<file path="src/rtl/compass_heading_from_xy_macros.svh">
// ---------------------------------------------------------------------------
// Compass heading assertion macros
// Property checks that vanish when the design is built for synthesis.
// ---------------------------------------------------------------------------
`ifndef COMPASS_HEADING_FROM_XY_MACROS_SVH
`define COMPASS_HEADING_FROM_XY_MACROS_SVH
`ifndef SYNTHESIS
// The consequent must hold in the same cycle as the antecedent.
`define CHC_ASSERT_NOW(lbl, ck, rn, ante, cons) \
	lbl: assert property (@(posedge ck) disable iff (!rn) (ante) |-> (cons)) \
		else $error("compass heading check failed");
// The consequent must hold in the cycle after the antecedent.
`define CHC_ASSERT_NEXT(lbl, ck, rn, ante, cons) \
	lbl: assert property (@(posedge ck) disable iff (!rn) (ante) |=> (cons)) \
		else $error("compass heading check failed");
`else
`define CHC_ASSERT_NOW(lbl, ck, rn, ante, cons)
`define CHC_ASSERT_NEXT(lbl, ck, rn, ante, cons)
`endif
`endif

</file>
<file path="src/rtl/chc_pkg.sv">
// ---------------------------------------------------------------------------
// Compass heading package
// Angle formats, constants and the arctangent table shared by the pipeline.
// ---------------------------------------------------------------------------
package chc_pkg;

	// Angle accumulator: signed, units of 2^-20 degree.
	localparam int ANG_FRAC  = 20;
	localparam int ZW        = 30;
	localparam int TABLE_LEN = 24;

	// Samples are scaled by 256 before the rotations; two more bits hold the growth.
	localparam int SCALE_SHIFT = 8;
	localparam int X_MARGIN    = SCALE_SHIFT + 2;

	// Heading output format, 1/64 degree.
	localparam int HEAD_W   = 15;
	localparam int HEAD_LSB = ANG_FRAC - 6;

	localparam logic signed [ZW-1:0] DEG180 = ZW'(180) <<< ANG_FRAC;
	localparam logic signed [ZW-1:0] DEG360 = ZW'(360) <<< ANG_FRAC;
	localparam logic [HEAD_W-1:0] FULL_TURN = HEAD_W'(23040);
	localparam logic [HEAD_W-1:0] HALF_TURN = HEAD_W'(11520);

	// atan(2^-i) in units of 2^-20 degree.
	localparam logic signed [ZW-1:0] ATAN_TAB [TABLE_LEN] = '{
		30'sd47185920, 30'sd27855475, 30'sd14718068, 30'sd7471121,
		30'sd3750058,  30'sd1876857,  30'sd938658,   30'sd469357,
		30'sd234682,   30'sd117342,   30'sd58671,    30'sd29335,
		30'sd14668,    30'sd7334,     30'sd3667,     30'sd1833,
		30'sd917,      30'sd458,      30'sd229,      30'sd115,
		30'sd57,       30'sd29,       30'sd14,       30'sd7
	};

	// Side-band flags that travel with each item through the rotations.
	typedef struct packed {
		logic byp;   // heading is fixed, the rotations are ignored
		logic half;  // fixed heading is 180 degrees rather than 0
	} ctl_t;

endpackage

</file>
<file path="src/rtl/chc_sample_if.sv">
// ---------------------------------------------------------------------------
// Sample channel
// Valid/ready channel carrying one X,Y field sample pair.
// ---------------------------------------------------------------------------
interface chc_sample_if #(
	parameter int W = 16
);
	logic                valid;
	logic                ready;
	logic signed [W-1:0] mag_x_sample;
	logic signed [W-1:0] mag_y_sample;

	modport source (output valid, output mag_x_sample, output mag_y_sample, input ready);
	modport sink   (input valid, input mag_x_sample, input mag_y_sample, output ready);
endinterface

</file>
<file path="src/rtl/chc_heading_if.sv">
// ---------------------------------------------------------------------------
// Heading channel
// Valid/ready channel carrying one compass heading in 1/64 degree.
// ---------------------------------------------------------------------------
interface chc_heading_if;
	logic                         valid;
	logic                         ready;
	logic [chc_pkg::HEAD_W-1:0]   heading;

	modport source (output valid, output heading, input ready);
	modport sink   (input valid, input heading, output ready);
endinterface

</file>
<file path="src/rtl/compass_heading_from_xy.sv">
// Throughput: one sample pair per cycle while the output does not stall; one
// register stage per micro-rotation, plus a front stage (gain and half-plane turn)
// and an output stage (wrap, round).
// A stall at the output holds only the stages that are full; bubbles close up.
// Reset clears all valid bits and sets the gain sign to +1.
// ---------------------------------------------------------------------------
// Compass heading from X,Y
// Pipelined CORDIC giving atan2(y, x) as a heading in 1/64 degree.
// ---------------------------------------------------------------------------
`include "compass_heading_from_xy_macros.svh"

module compass_heading_from_xy #(
	parameter int SAMPLE_WIDTH = 16,
	parameter int CORDIC_STEPS = 16
) (
	input  logic          clk,
	input  logic          arst_n,
	input  logic          cfg_we,
	input  logic [1:0]    cfg_wdata,
	chc_sample_if.sink    sample,
	chc_heading_if.source result
);

	localparam int XW = SAMPLE_WIDTH + chc_pkg::X_MARGIN;

	logic [1:0]                    gain_q;
	logic                          v_c   [CORDIC_STEPS+1];
	logic                          rdy_c [CORDIC_STEPS+1];
	chc_pkg::ctl_t                 ctl_c [CORDIC_STEPS+1];
	logic signed [XW-1:0]          x_c   [CORDIC_STEPS+1];
	logic signed [XW-1:0]          y_c   [CORDIC_STEPS+1];
	logic signed [chc_pkg::ZW-1:0] z_c   [CORDIC_STEPS+1];

	// Gain sign register.
	always_ff @(posedge clk or negedge arst_n) begin
		if (!arst_n) begin
			gain_q <= 2'b01;
		end else if (cfg_we) begin
			gain_q <= cfg_wdata;
		end
	end

	// Front stage.
	chc_front #(
		.W  (SAMPLE_WIDTH),
		.XW (XW)
	) u_front (
		.clk       (clk),
		.arst_n    (arst_n),
		.in_valid  (sample.valid),
		.in_ready  (sample.ready),
		.x_in      (sample.mag_x_sample),
		.y_in      (sample.mag_y_sample),
		.gain      (gain_q),
		.out_valid (v_c[0]),
		.out_ready (rdy_c[0]),
		.ctl_out   (ctl_c[0]),
		.x_out     (x_c[0]),
		.y_out     (y_c[0]),
		.z_out     (z_c[0])
	);

	// Micro-rotation stages.
	for (genvar g = 0; g < CORDIC_STEPS; g++) begin : g_step
		chc_stage #(
			.XW   (XW),
			.STEP (g)
		) u_stage (
			.clk       (clk),
			.arst_n    (arst_n),
			.in_valid  (v_c[g]),
			.in_ready  (rdy_c[g]),
			.ctl_in    (ctl_c[g]),
			.x_in      (x_c[g]),
			.y_in      (y_c[g]),
			.z_in      (z_c[g]),
			.out_valid (v_c[g+1]),
			.out_ready (rdy_c[g+1]),
			.ctl_out   (ctl_c[g+1]),
			.x_out     (x_c[g+1]),
			.y_out     (y_c[g+1]),
			.z_out     (z_c[g+1])
		);
	end

	// Output stage.
	chc_back u_back (
		.clk      (clk),
		.arst_n   (arst_n),
		.in_valid (v_c[CORDIC_STEPS]),
		.in_ready (rdy_c[CORDIC_STEPS]),
		.ctl_in   (ctl_c[CORDIC_STEPS]),
		.z_in     (z_c[CORDIC_STEPS]),
		.result   (result)
	);

	// An empty output register never holds back the input.
	`CHC_ASSERT_NOW(a_no_idle_stall, clk, arst_n, !result.valid, sample.ready)
	// The heading always lies within one turn.
	`CHC_ASSERT_NOW(a_heading_range, clk, arst_n, result.valid,
		result.heading < chc_pkg::FULL_TURN)
	// A fixed zero heading reaches the output unchanged.
	`CHC_ASSERT_NEXT(a_zero_bypass, clk, arst_n,
		v_c[CORDIC_STEPS] && rdy_c[CORDIC_STEPS] && ctl_c[CORDIC_STEPS].byp &&
		!ctl_c[CORDIC_STEPS].half,
		result.valid && (result.heading == '0))

endmodule

</file>
<file path="src/rtl/chc_front.sv">
// ---------------------------------------------------------------------------
// Compass heading front end
// Applies the gain sign, detects the fixed-heading cases and turns the
// vector into the right half plane before the rotations.
// ---------------------------------------------------------------------------
module chc_front #(
	parameter int W  = 16,
	parameter int XW = 26
) (
	input  logic                         clk,
	input  logic                         arst_n,
	input  logic                         in_valid,
	output logic                         in_ready,
	input  logic signed [W-1:0]          x_in,
	input  logic signed [W-1:0]          y_in,
	input  logic        [1:0]            gain,
	output logic                         out_valid,
	input  logic                         out_ready,
	output chc_pkg::ctl_t                ctl_out,
	output logic signed [XW-1:0]         x_out,
	output logic signed [XW-1:0]         y_out,
	output logic signed [chc_pkg::ZW-1:0] z_out
);

	logic                         gain_neg;
	logic                         gain_zero;
	logic                         x_neg;
	logic                         flip;
	logic signed [W:0]            x_ext;
	logic signed [W:0]            y_ext;
	logic signed [W:0]            x_rot;
	logic signed [W:0]            y_rot;
	logic                         v_s1;
	chc_pkg::ctl_t                ctl_s1;
	logic signed [XW-1:0]         x_s1;
	logic signed [XW-1:0]         y_s1;
	logic signed [chc_pkg::ZW-1:0] z_s1;

	// Sign of x after the gain has been applied; a negative gain flips both axes.
	assign gain_neg  = gain[1];
	assign gain_zero = (gain == 2'b00);
	assign x_neg     = gain_neg ? (!x_in[W-1] && (x_in != '0)) : x_in[W-1];
	assign flip      = gain_neg ^ x_neg;

	// One negation covers both the gain and the half-plane turn.
	assign x_ext = (W+1)'(x_in);
	assign y_ext = (W+1)'(y_in);
	assign x_rot = flip ? -x_ext : x_ext;
	assign y_rot = flip ? -y_ext : y_ext;

	assign in_ready = !v_s1 || out_ready;

	// Valid bit of the stage.
	always_ff @(posedge clk or negedge arst_n) begin
		if (!arst_n) begin
			v_s1 <= 1'b0;
		end else if (in_ready) begin
			v_s1 <= in_valid;
		end
	end

	// Payload of the stage; scaled by 256 on the way in.
	always_ff @(posedge clk) begin
		if (in_ready && in_valid) begin
			ctl_s1.byp  <= gain_zero || (y_in == '0);
			ctl_s1.half <= !gain_zero && x_neg;
			x_s1        <= XW'(x_rot) <<< chc_pkg::SCALE_SHIFT;
			y_s1        <= XW'(y_rot) <<< chc_pkg::SCALE_SHIFT;
			z_s1        <= x_neg ? chc_pkg::DEG180 : '0;
		end
	end

	assign out_valid = v_s1;
	assign ctl_out   = ctl_s1;
	assign x_out     = x_s1;
	assign y_out     = y_s1;
	assign z_out     = z_s1;

endmodule

</file>
<file path="src/rtl/chc_stage.sv">
// ---------------------------------------------------------------------------
// Compass heading CORDIC stage
// One vectoring micro-rotation by atan(2^-STEP), registered.
// ---------------------------------------------------------------------------
module chc_stage #(
	parameter int XW   = 26,
	parameter int STEP = 0
) (
	input  logic                          clk,
	input  logic                          arst_n,
	input  logic                          in_valid,
	output logic                          in_ready,
	input  chc_pkg::ctl_t                 ctl_in,
	input  logic signed [XW-1:0]          x_in,
	input  logic signed [XW-1:0]          y_in,
	input  logic signed [chc_pkg::ZW-1:0] z_in,
	output logic                          out_valid,
	input  logic                          out_ready,
	output chc_pkg::ctl_t                 ctl_out,
	output logic signed [XW-1:0]          x_out,
	output logic signed [XW-1:0]          y_out,
	output logic signed [chc_pkg::ZW-1:0] z_out
);

	// Registers of this stage; the stage number is STEP plus two.
	logic                          v_sn;
	chc_pkg::ctl_t                 ctl_sn;
	logic signed [XW-1:0]          x_sn;
	logic signed [XW-1:0]          y_sn;
	logic signed [chc_pkg::ZW-1:0] z_sn;
	logic signed [XW-1:0]          x_sh;
	logic signed [XW-1:0]          y_sh;
	logic                          y_pos;

	assign x_sh  = x_in >>> STEP;
	assign y_sh  = y_in >>> STEP;
	assign y_pos = !y_in[XW-1];

	assign in_ready = !v_sn || out_ready;

	// Valid bit of the stage.
	always_ff @(posedge clk or negedge arst_n) begin
		if (!arst_n) begin
			v_sn <= 1'b0;
		end else if (in_ready) begin
			v_sn <= in_valid;
		end
	end

	// Rotate towards the x axis and accumulate the angle turned through.
	always_ff @(posedge clk) begin
		if (in_ready && in_valid) begin
			ctl_sn <= ctl_in;
			if (y_pos) begin
				x_sn <= x_in + y_sh;
				y_sn <= y_in - x_sh;
				z_sn <= z_in + chc_pkg::ATAN_TAB[STEP];
			end else begin
				x_sn <= x_in - y_sh;
				y_sn <= y_in + x_sh;
				z_sn <= z_in - chc_pkg::ATAN_TAB[STEP];
			end
		end
	end

	assign out_valid = v_sn;
	assign ctl_out   = ctl_sn;
	assign x_out     = x_sn;
	assign y_out     = y_sn;
	assign z_out     = z_sn;

endmodule

</file>
<file path="src/rtl/chc_back.sv">
// ---------------------------------------------------------------------------
// Compass heading back end
// Wraps the angle into one turn, rounds to 1/64 degree and holds the result.
// ---------------------------------------------------------------------------
module chc_back (
	input  logic                          clk,
	input  logic                          arst_n,
	input  logic                          in_valid,
	output logic                          in_ready,
	input  chc_pkg::ctl_t                 ctl_in,
	input  logic signed [chc_pkg::ZW-1:0] z_in,
	chc_heading_if.source                 result
);

	localparam int UW = chc_pkg::ZW - 1;

	logic                          v_q;
	logic [chc_pkg::HEAD_W-1:0]    heading_q;
	logic signed [chc_pkg::ZW-1:0] z_wrap;
	logic [UW-1:0]                 z_round;
	logic [chc_pkg::HEAD_W-1:0]    h_raw;
	logic [chc_pkg::HEAD_W-1:0]    h_next;

	// The angle never reaches a full turn, so only negative values need wrapping.
	assign z_wrap  = z_in[chc_pkg::ZW-1] ? (z_in + chc_pkg::DEG360) : z_in;
	assign z_round = UW'(z_wrap) + (UW'(1) << (chc_pkg::HEAD_LSB - 1));
	assign h_raw   = z_round[chc_pkg::HEAD_LSB +: chc_pkg::HEAD_W];

	// Fixed headings bypass the rotations; a full turn rounds back to zero.
	always_comb begin
		if (ctl_in.byp) begin
			h_next = ctl_in.half ? chc_pkg::HALF_TURN : '0;
		end else if (h_raw >= chc_pkg::FULL_TURN) begin
			h_next = '0;
		end else begin
			h_next = h_raw;
		end
	end

	assign in_ready = !v_q || result.ready;

	// Output valid.
	always_ff @(posedge clk or negedge arst_n) begin
		if (!arst_n) begin
			v_q <= 1'b0;
		end else if (in_ready) begin
			v_q <= in_valid;
		end
	end

	// Output heading.
	always_ff @(posedge clk) begin
		if (in_ready && in_valid) begin
			heading_q <= h_next;
		end
	end

	assign result.valid   = v_q;
	assign result.heading = heading_q;

endmodule
</file>
<file path="src/flat_wrapper.sv">
// flat-port wrapper written by rule: the top's interface ports become plain ports
module compass_heading_from_xy_flat 
#(
	parameter int SAMPLE_WIDTH = 16,
	parameter int CORDIC_STEPS = 16
)
  (clk, arst_n, cfg_we, cfg_wdata, sample_valid, sample_mag_x_sample, sample_mag_y_sample, sample_ready, result_valid, result_heading, result_ready);
  chc_sample_if sample_i ();
  chc_heading_if result_i ();
  input  logic clk;
  input  logic arst_n;
  input  logic cfg_we;
  input  logic [1:0] cfg_wdata;
  input wire logic [$bits(sample_i.valid)-1:0] sample_valid;
  input wire logic [$bits(sample_i.mag_x_sample)-1:0] sample_mag_x_sample;
  input wire logic [$bits(sample_i.mag_y_sample)-1:0] sample_mag_y_sample;
  output wire logic [$bits(sample_i.ready)-1:0] sample_ready;
  output wire logic [$bits(result_i.valid)-1:0] result_valid;
  output wire logic [$bits(result_i.heading)-1:0] result_heading;
  input wire logic [$bits(result_i.ready)-1:0] result_ready;
  assign sample_i.valid = sample_valid;
  assign sample_i.mag_x_sample = sample_mag_x_sample;
  assign sample_i.mag_y_sample = sample_mag_y_sample;
  assign sample_ready = sample_i.ready;
  assign result_valid = result_i.valid;
  assign result_heading = result_i.heading;
  assign result_i.ready = result_ready;
  compass_heading_from_xy #(.SAMPLE_WIDTH(SAMPLE_WIDTH), .CORDIC_STEPS(CORDIC_STEPS)) u_core (.clk(clk), .arst_n(arst_n), .cfg_we(cfg_we), .cfg_wdata(cfg_wdata), .sample(sample_i), .result(result_i));
endmodule
</file>
<file path="config.mk">
export PLATFORM = sky130hd
export DESIGN_NAME = compass_heading_from_xy_flat
export DESIGN_NICKNAME = d
export VERILOG_FILES = /design/src/rtl/chc_pkg.sv /design/src/rtl/chc_sample_if.sv /design/src/rtl/chc_heading_if.sv /design/src/rtl/compass_heading_from_xy.sv /design/src/rtl/chc_front.sv /design/src/rtl/chc_stage.sv /design/src/rtl/chc_back.sv /design/src/flat_wrapper.sv
export VERILOG_INCLUDE_DIRS = /design/src /design/src/rtl
export SDC_FILE = /design/constraint.sdc
export NUM_CORES = 2
export LEC_CHECK = 0
export CAP_MARGIN = 40
export CORE_UTILIZATION = 34
export DETAILED_ROUTE_END_ITERATION = 8
export DONT_BUFFER_PORTS = 1
export PLACE_DENSITY = 0.54
export SLEW_MARGIN = 20
export SYNTH_ARGS = -nofsm -noshare
export SYNTH_HDL_FRONTEND = slang
export SYNTH_SLANG_ARGS = --single-unit
</file>
<file path="constraint.sdc">
create_clock -name clk -period 6 [get_ports clk]
set_clock_uncertainty 0.2 [all_clocks]
set_input_delay 0.6 -clock clk [delete_from_list [all_inputs] [get_ports clk]]
set_output_delay 0.6 -clock clk [all_outputs]
set_load 0.01 [all_outputs]
</file>
==> key figures <==
Timing
  • Slew headroom: 0.405
  • Peak Freq: 197 MHz
  • Final period util: 0.847
  • Worst-margin pin slew: 885 ps
  • Final setup fails: 0
  • Setup_tns: 0 ps
  • Final-report max-slew violation count: 0
  • Final Critical Period: 5080 ps
  • RSZ-0062 raised after global routing: false
  • Final Hold Viols: 0

Logic synthesis
  • Post-synthesis net count: 10868
  • Area share of the largest cell type after synthesis: 0.367
  • Post-Synthesis Cells: 9688
  • FFs w/ async S/R, synth: 0.0169
  • Most instantiated cells after synthesis: edfxtp_1, ha_1, nor2_1
  • Synth unique cells: 113
  • Most used flip-flop cell after synthesis: edfxtp_1
  • Sequential element share of the synthesized area: 0.373
  • Mapped Area: 95000 um2
  • Synth area leaders: edfxtp_1, ha_1, xnor2_1, a21oi_1, xor2_1
  • Avg Cell Area, Syn: 9.80 um2
  • Post-synth EDFFs: 1162
  • Yosys warns: 0
  • #FFs+latches synth: 1182
  • Most common cell in the synthesized netlist: edfxtp_1
  • Synth area leader: edfxtp_1

Layout
  • Nets: 11048
  • Layout fillers: 27266
  • Final core occ: 0.381
  • Layout area overhead: 11.1%
  • Multi-input gate area: 57400 um2
  • Share of cells above drive strength 1: 0.0492
  • Register area: 35400 um2

Min path
  • Hold Path Class: in2reg
  • Hold depth: 2
  • Min-Delay Endpoint: u_core.u_front.x_out[13]
  • Hold path start: sample_mag_x_sample[4]

Die
  • Die Area: 281000 um2
  • Die height: 530 um
  • Core Area: 277000 um2
  • Row count: 193
  • Initial Util: 0.343
  • Io pins: 56
  • Die W: 530 um

Critical path
  • Worst path top cell family by delay: simple AND/OR/NAND/NOR gates
  • Crit path max fanout: 6
  • Critical path type: reg2reg
  • CP Launch Type: flop
  • Slowest-stage cell, CP: nor4_1
  • R2R Path End: u_core.g_step[9].u_stage.x_out[24]
  • Buf/Inv on CP: 0
  • Reg2reg setup slack: 920 ps
  • Reg2reg start: u_core.g_step[8].u_stage.y_out[12]
  • Worst Setup End Kind: flop
  • Worst path max stage delay: 620 ps
  • CP arrival: 5450 ps
  • Cell Chain, Critical Path: nor4_1 > nand3_1 > nor4_1 > nand2b_1 > nor2_1 > nor2_1 > xnor2_1 > ha_1 > a21o_1 > a21o_1 > or3_1 > a211oi_1 > or4_1 > o2111ai_1 > a31o_2 > a21oi_1 > xnor2_1
  • Req. time, crit path: 6370 ps
  • Worst r2r path cells: 17

Run
  • Max cap viols: 0

Place
  • Final Wtd Congestion: 0.887
  • Final HPWL DP: 187000 um
  • Port buffer count: 0

Clock network
  • Post-CTS Resized: 0
  • CTS clock-pin slew for the worst setup and hold paths: 60 ps
  • Root Buffer: clkbuf_16
  • Largest buffer count on any clock path: 4
  • TritonCTS clock tree: yes
  • Clock buffer count from CTS: 152
  • Clk sinks: 1182
  • H-tree depth: 4
  • Worst skew pair latency: 820 ps

Global route
  • First-pass GRT wire length: 375000 um
  • Pin count of the biggest net entering global routing: 75
  • Number of global-route vias before repair: 69860
  • GRT Total Usage: 0.164
  • GRT Residual Overflow: 0
  • Initial antenna violation count: 2

Detailed routing
  • Initial DRT Pass Iterations: 6
  • Final ANT Viol Nets: 0
  • Via Count: 72137
  • Final wirelength: 235000 um
  • Drt via density: 5.27
  • DRC: 0
  • DRT iter0 DRCs: 4736
  • Routed wire per std cell: 17.2 um

Status
  • Outcome: complete, no violations
[layout by cell type (no fill, tap or decap), drive strengths merged, types with 48 or more instances in the layout]
master / count
a211oi: 102
a21boi: 48
a21o: 391
a21oi: 912
a31oi: 104
and2: 78
and3: 132
buf: 82
clkbuf: 184
clkinv: 51
dlygate4sd3: 57
edfxtp: 1162
ha: 1104
inv: 475
nand2: 506
nand2b: 136
nand3: 179
nor2: 921
nor2b: 148
nor3: 281
nor4: 66
o211ai: 55
o21a: 127
o21ai: 450
o21bai: 123
o31ai: 58
or3: 87
xnor2: 869
xor2: 453
[through the flow]
stage	hold WS (ps)	cell area, um2	setup WS (ps)	instances
floorplan	104	95000	429	9688
detailed placement	105	99900	974	13352
global route	49.0	106000	553	13677
CTS	2.94	105000	998	13665
global placement	105	99700	1030	13341
finish	70.0	106000	920	13678
[cell families (layout without fill, tap and decap cells)]
group                    after synthesis  count (layout)  share of synthesized area
buffers and inverters                589             871                     0.0233
adder cells (fa/ha/maj)             1141            1141                      0.153
AND/OR/NAND/NOR                     2729            2729                      0.139
flip-flops                          1182            1182                      0.373
other                                  0               3                          0
AO/OA/AOI/OAI                       2670            2670                      0.183
XOR/XNOR                            1322            1322                      0.122
multiplexers                          55              55                    0.00613
[timing repair]
| item | in CTS | in global routing |
|---|---|---|
| buffers inserted | 0 | 0 |
| hold buffers | 57 | 1 |
| endpoints found under the hold margin | 61 | 7 |
[worst max-delay path by stage]
stage | from | to | slack, ps | depth (start not counted)
2_1_floorplan | result_ready | u_core.g_step[3].u_stage.ctl_out[0] | 430 | 7
3_3_place_gp | u_core.g_step[8].u_stage.y_out[12] | u_core.g_step[9].u_stage.x_out[24] | 1030 | 17
3_5_place_dp | u_core.g_step[8].u_stage.y_out[12] | u_core.g_step[9].u_stage.x_out[24] | 970 | 17
4_1_cts | u_core.g_step[8].u_stage.y_out[12] | u_core.g_step[9].u_stage.x_out[24] | 1000 | 17
5_1_grt | u_core.g_step[8].u_stage.y_out[12] | u_core.g_step[9].u_stage.x_out[24] | 550 | 17
6_report | u_core.g_step[8].u_stage.y_out[12] | u_core.g_step[9].u_stage.x_out[24] | 920 | 17
[state kept, by name (all words and copies together), names as in the netlist]
signal	cells
u_core.g_step.u_stage.z_out	411
u_core.g_step.u_stage.y_out	339
u_core.g_step.u_stage.x_out	328
u_core.g_step.u_stage.ctl_out	32
u_core.u_front.x_out	17
u_core.u_front.y_out	17
u_core.g_step.u_stage.out_valid	16
u_core.u_back.result.heading	15
u_core.gain_q	2
u_core.u_front.ctl_out	2
u_core.u_back.result.valid	1
u_core.u_front.out_valid	1
u_core.u_front.z_out	1
[worst reg2reg max path, delay by kind of cell (launching register included)]
kind                     cells  cell delay [ps]
adder cells (fa/ha/maj)      1              340
AO/OA/AOI/OAI                6             1240
AND/OR/NAND/NOR              8             2290
flip-flops                   1              480
XOR/XNOR                     2              320
[layer usage]
| metal | wire length (um) | GRT usage |
|---|---|---|
| met1 | 113000 | 0.223 |
| met4 | 6680 | 0.0475 |
| met2 | 107000 | 0.271 |
| met3 | 9220 | 0.0182 |
| met5 | 0 | 0 |
[area by class of cell]
type / instances / area share
Antenna cell: 3 / 0.0000711
Clock buffer: 183 / 0.0383
Clock inverter: 73 / 0.00766
Inverter: 475 / 0.0169
Multi-Input combinational cell: 7917 / 0.544
Sequential cell: 1182 / 0.335
Tap cell: 3705 / 0.0439
Timing Repair Buffer: 140 / 0.0136
Power is not shown: default switching activity piles up to over one toggle a cycle in this logic, so the estimate is an artifact.
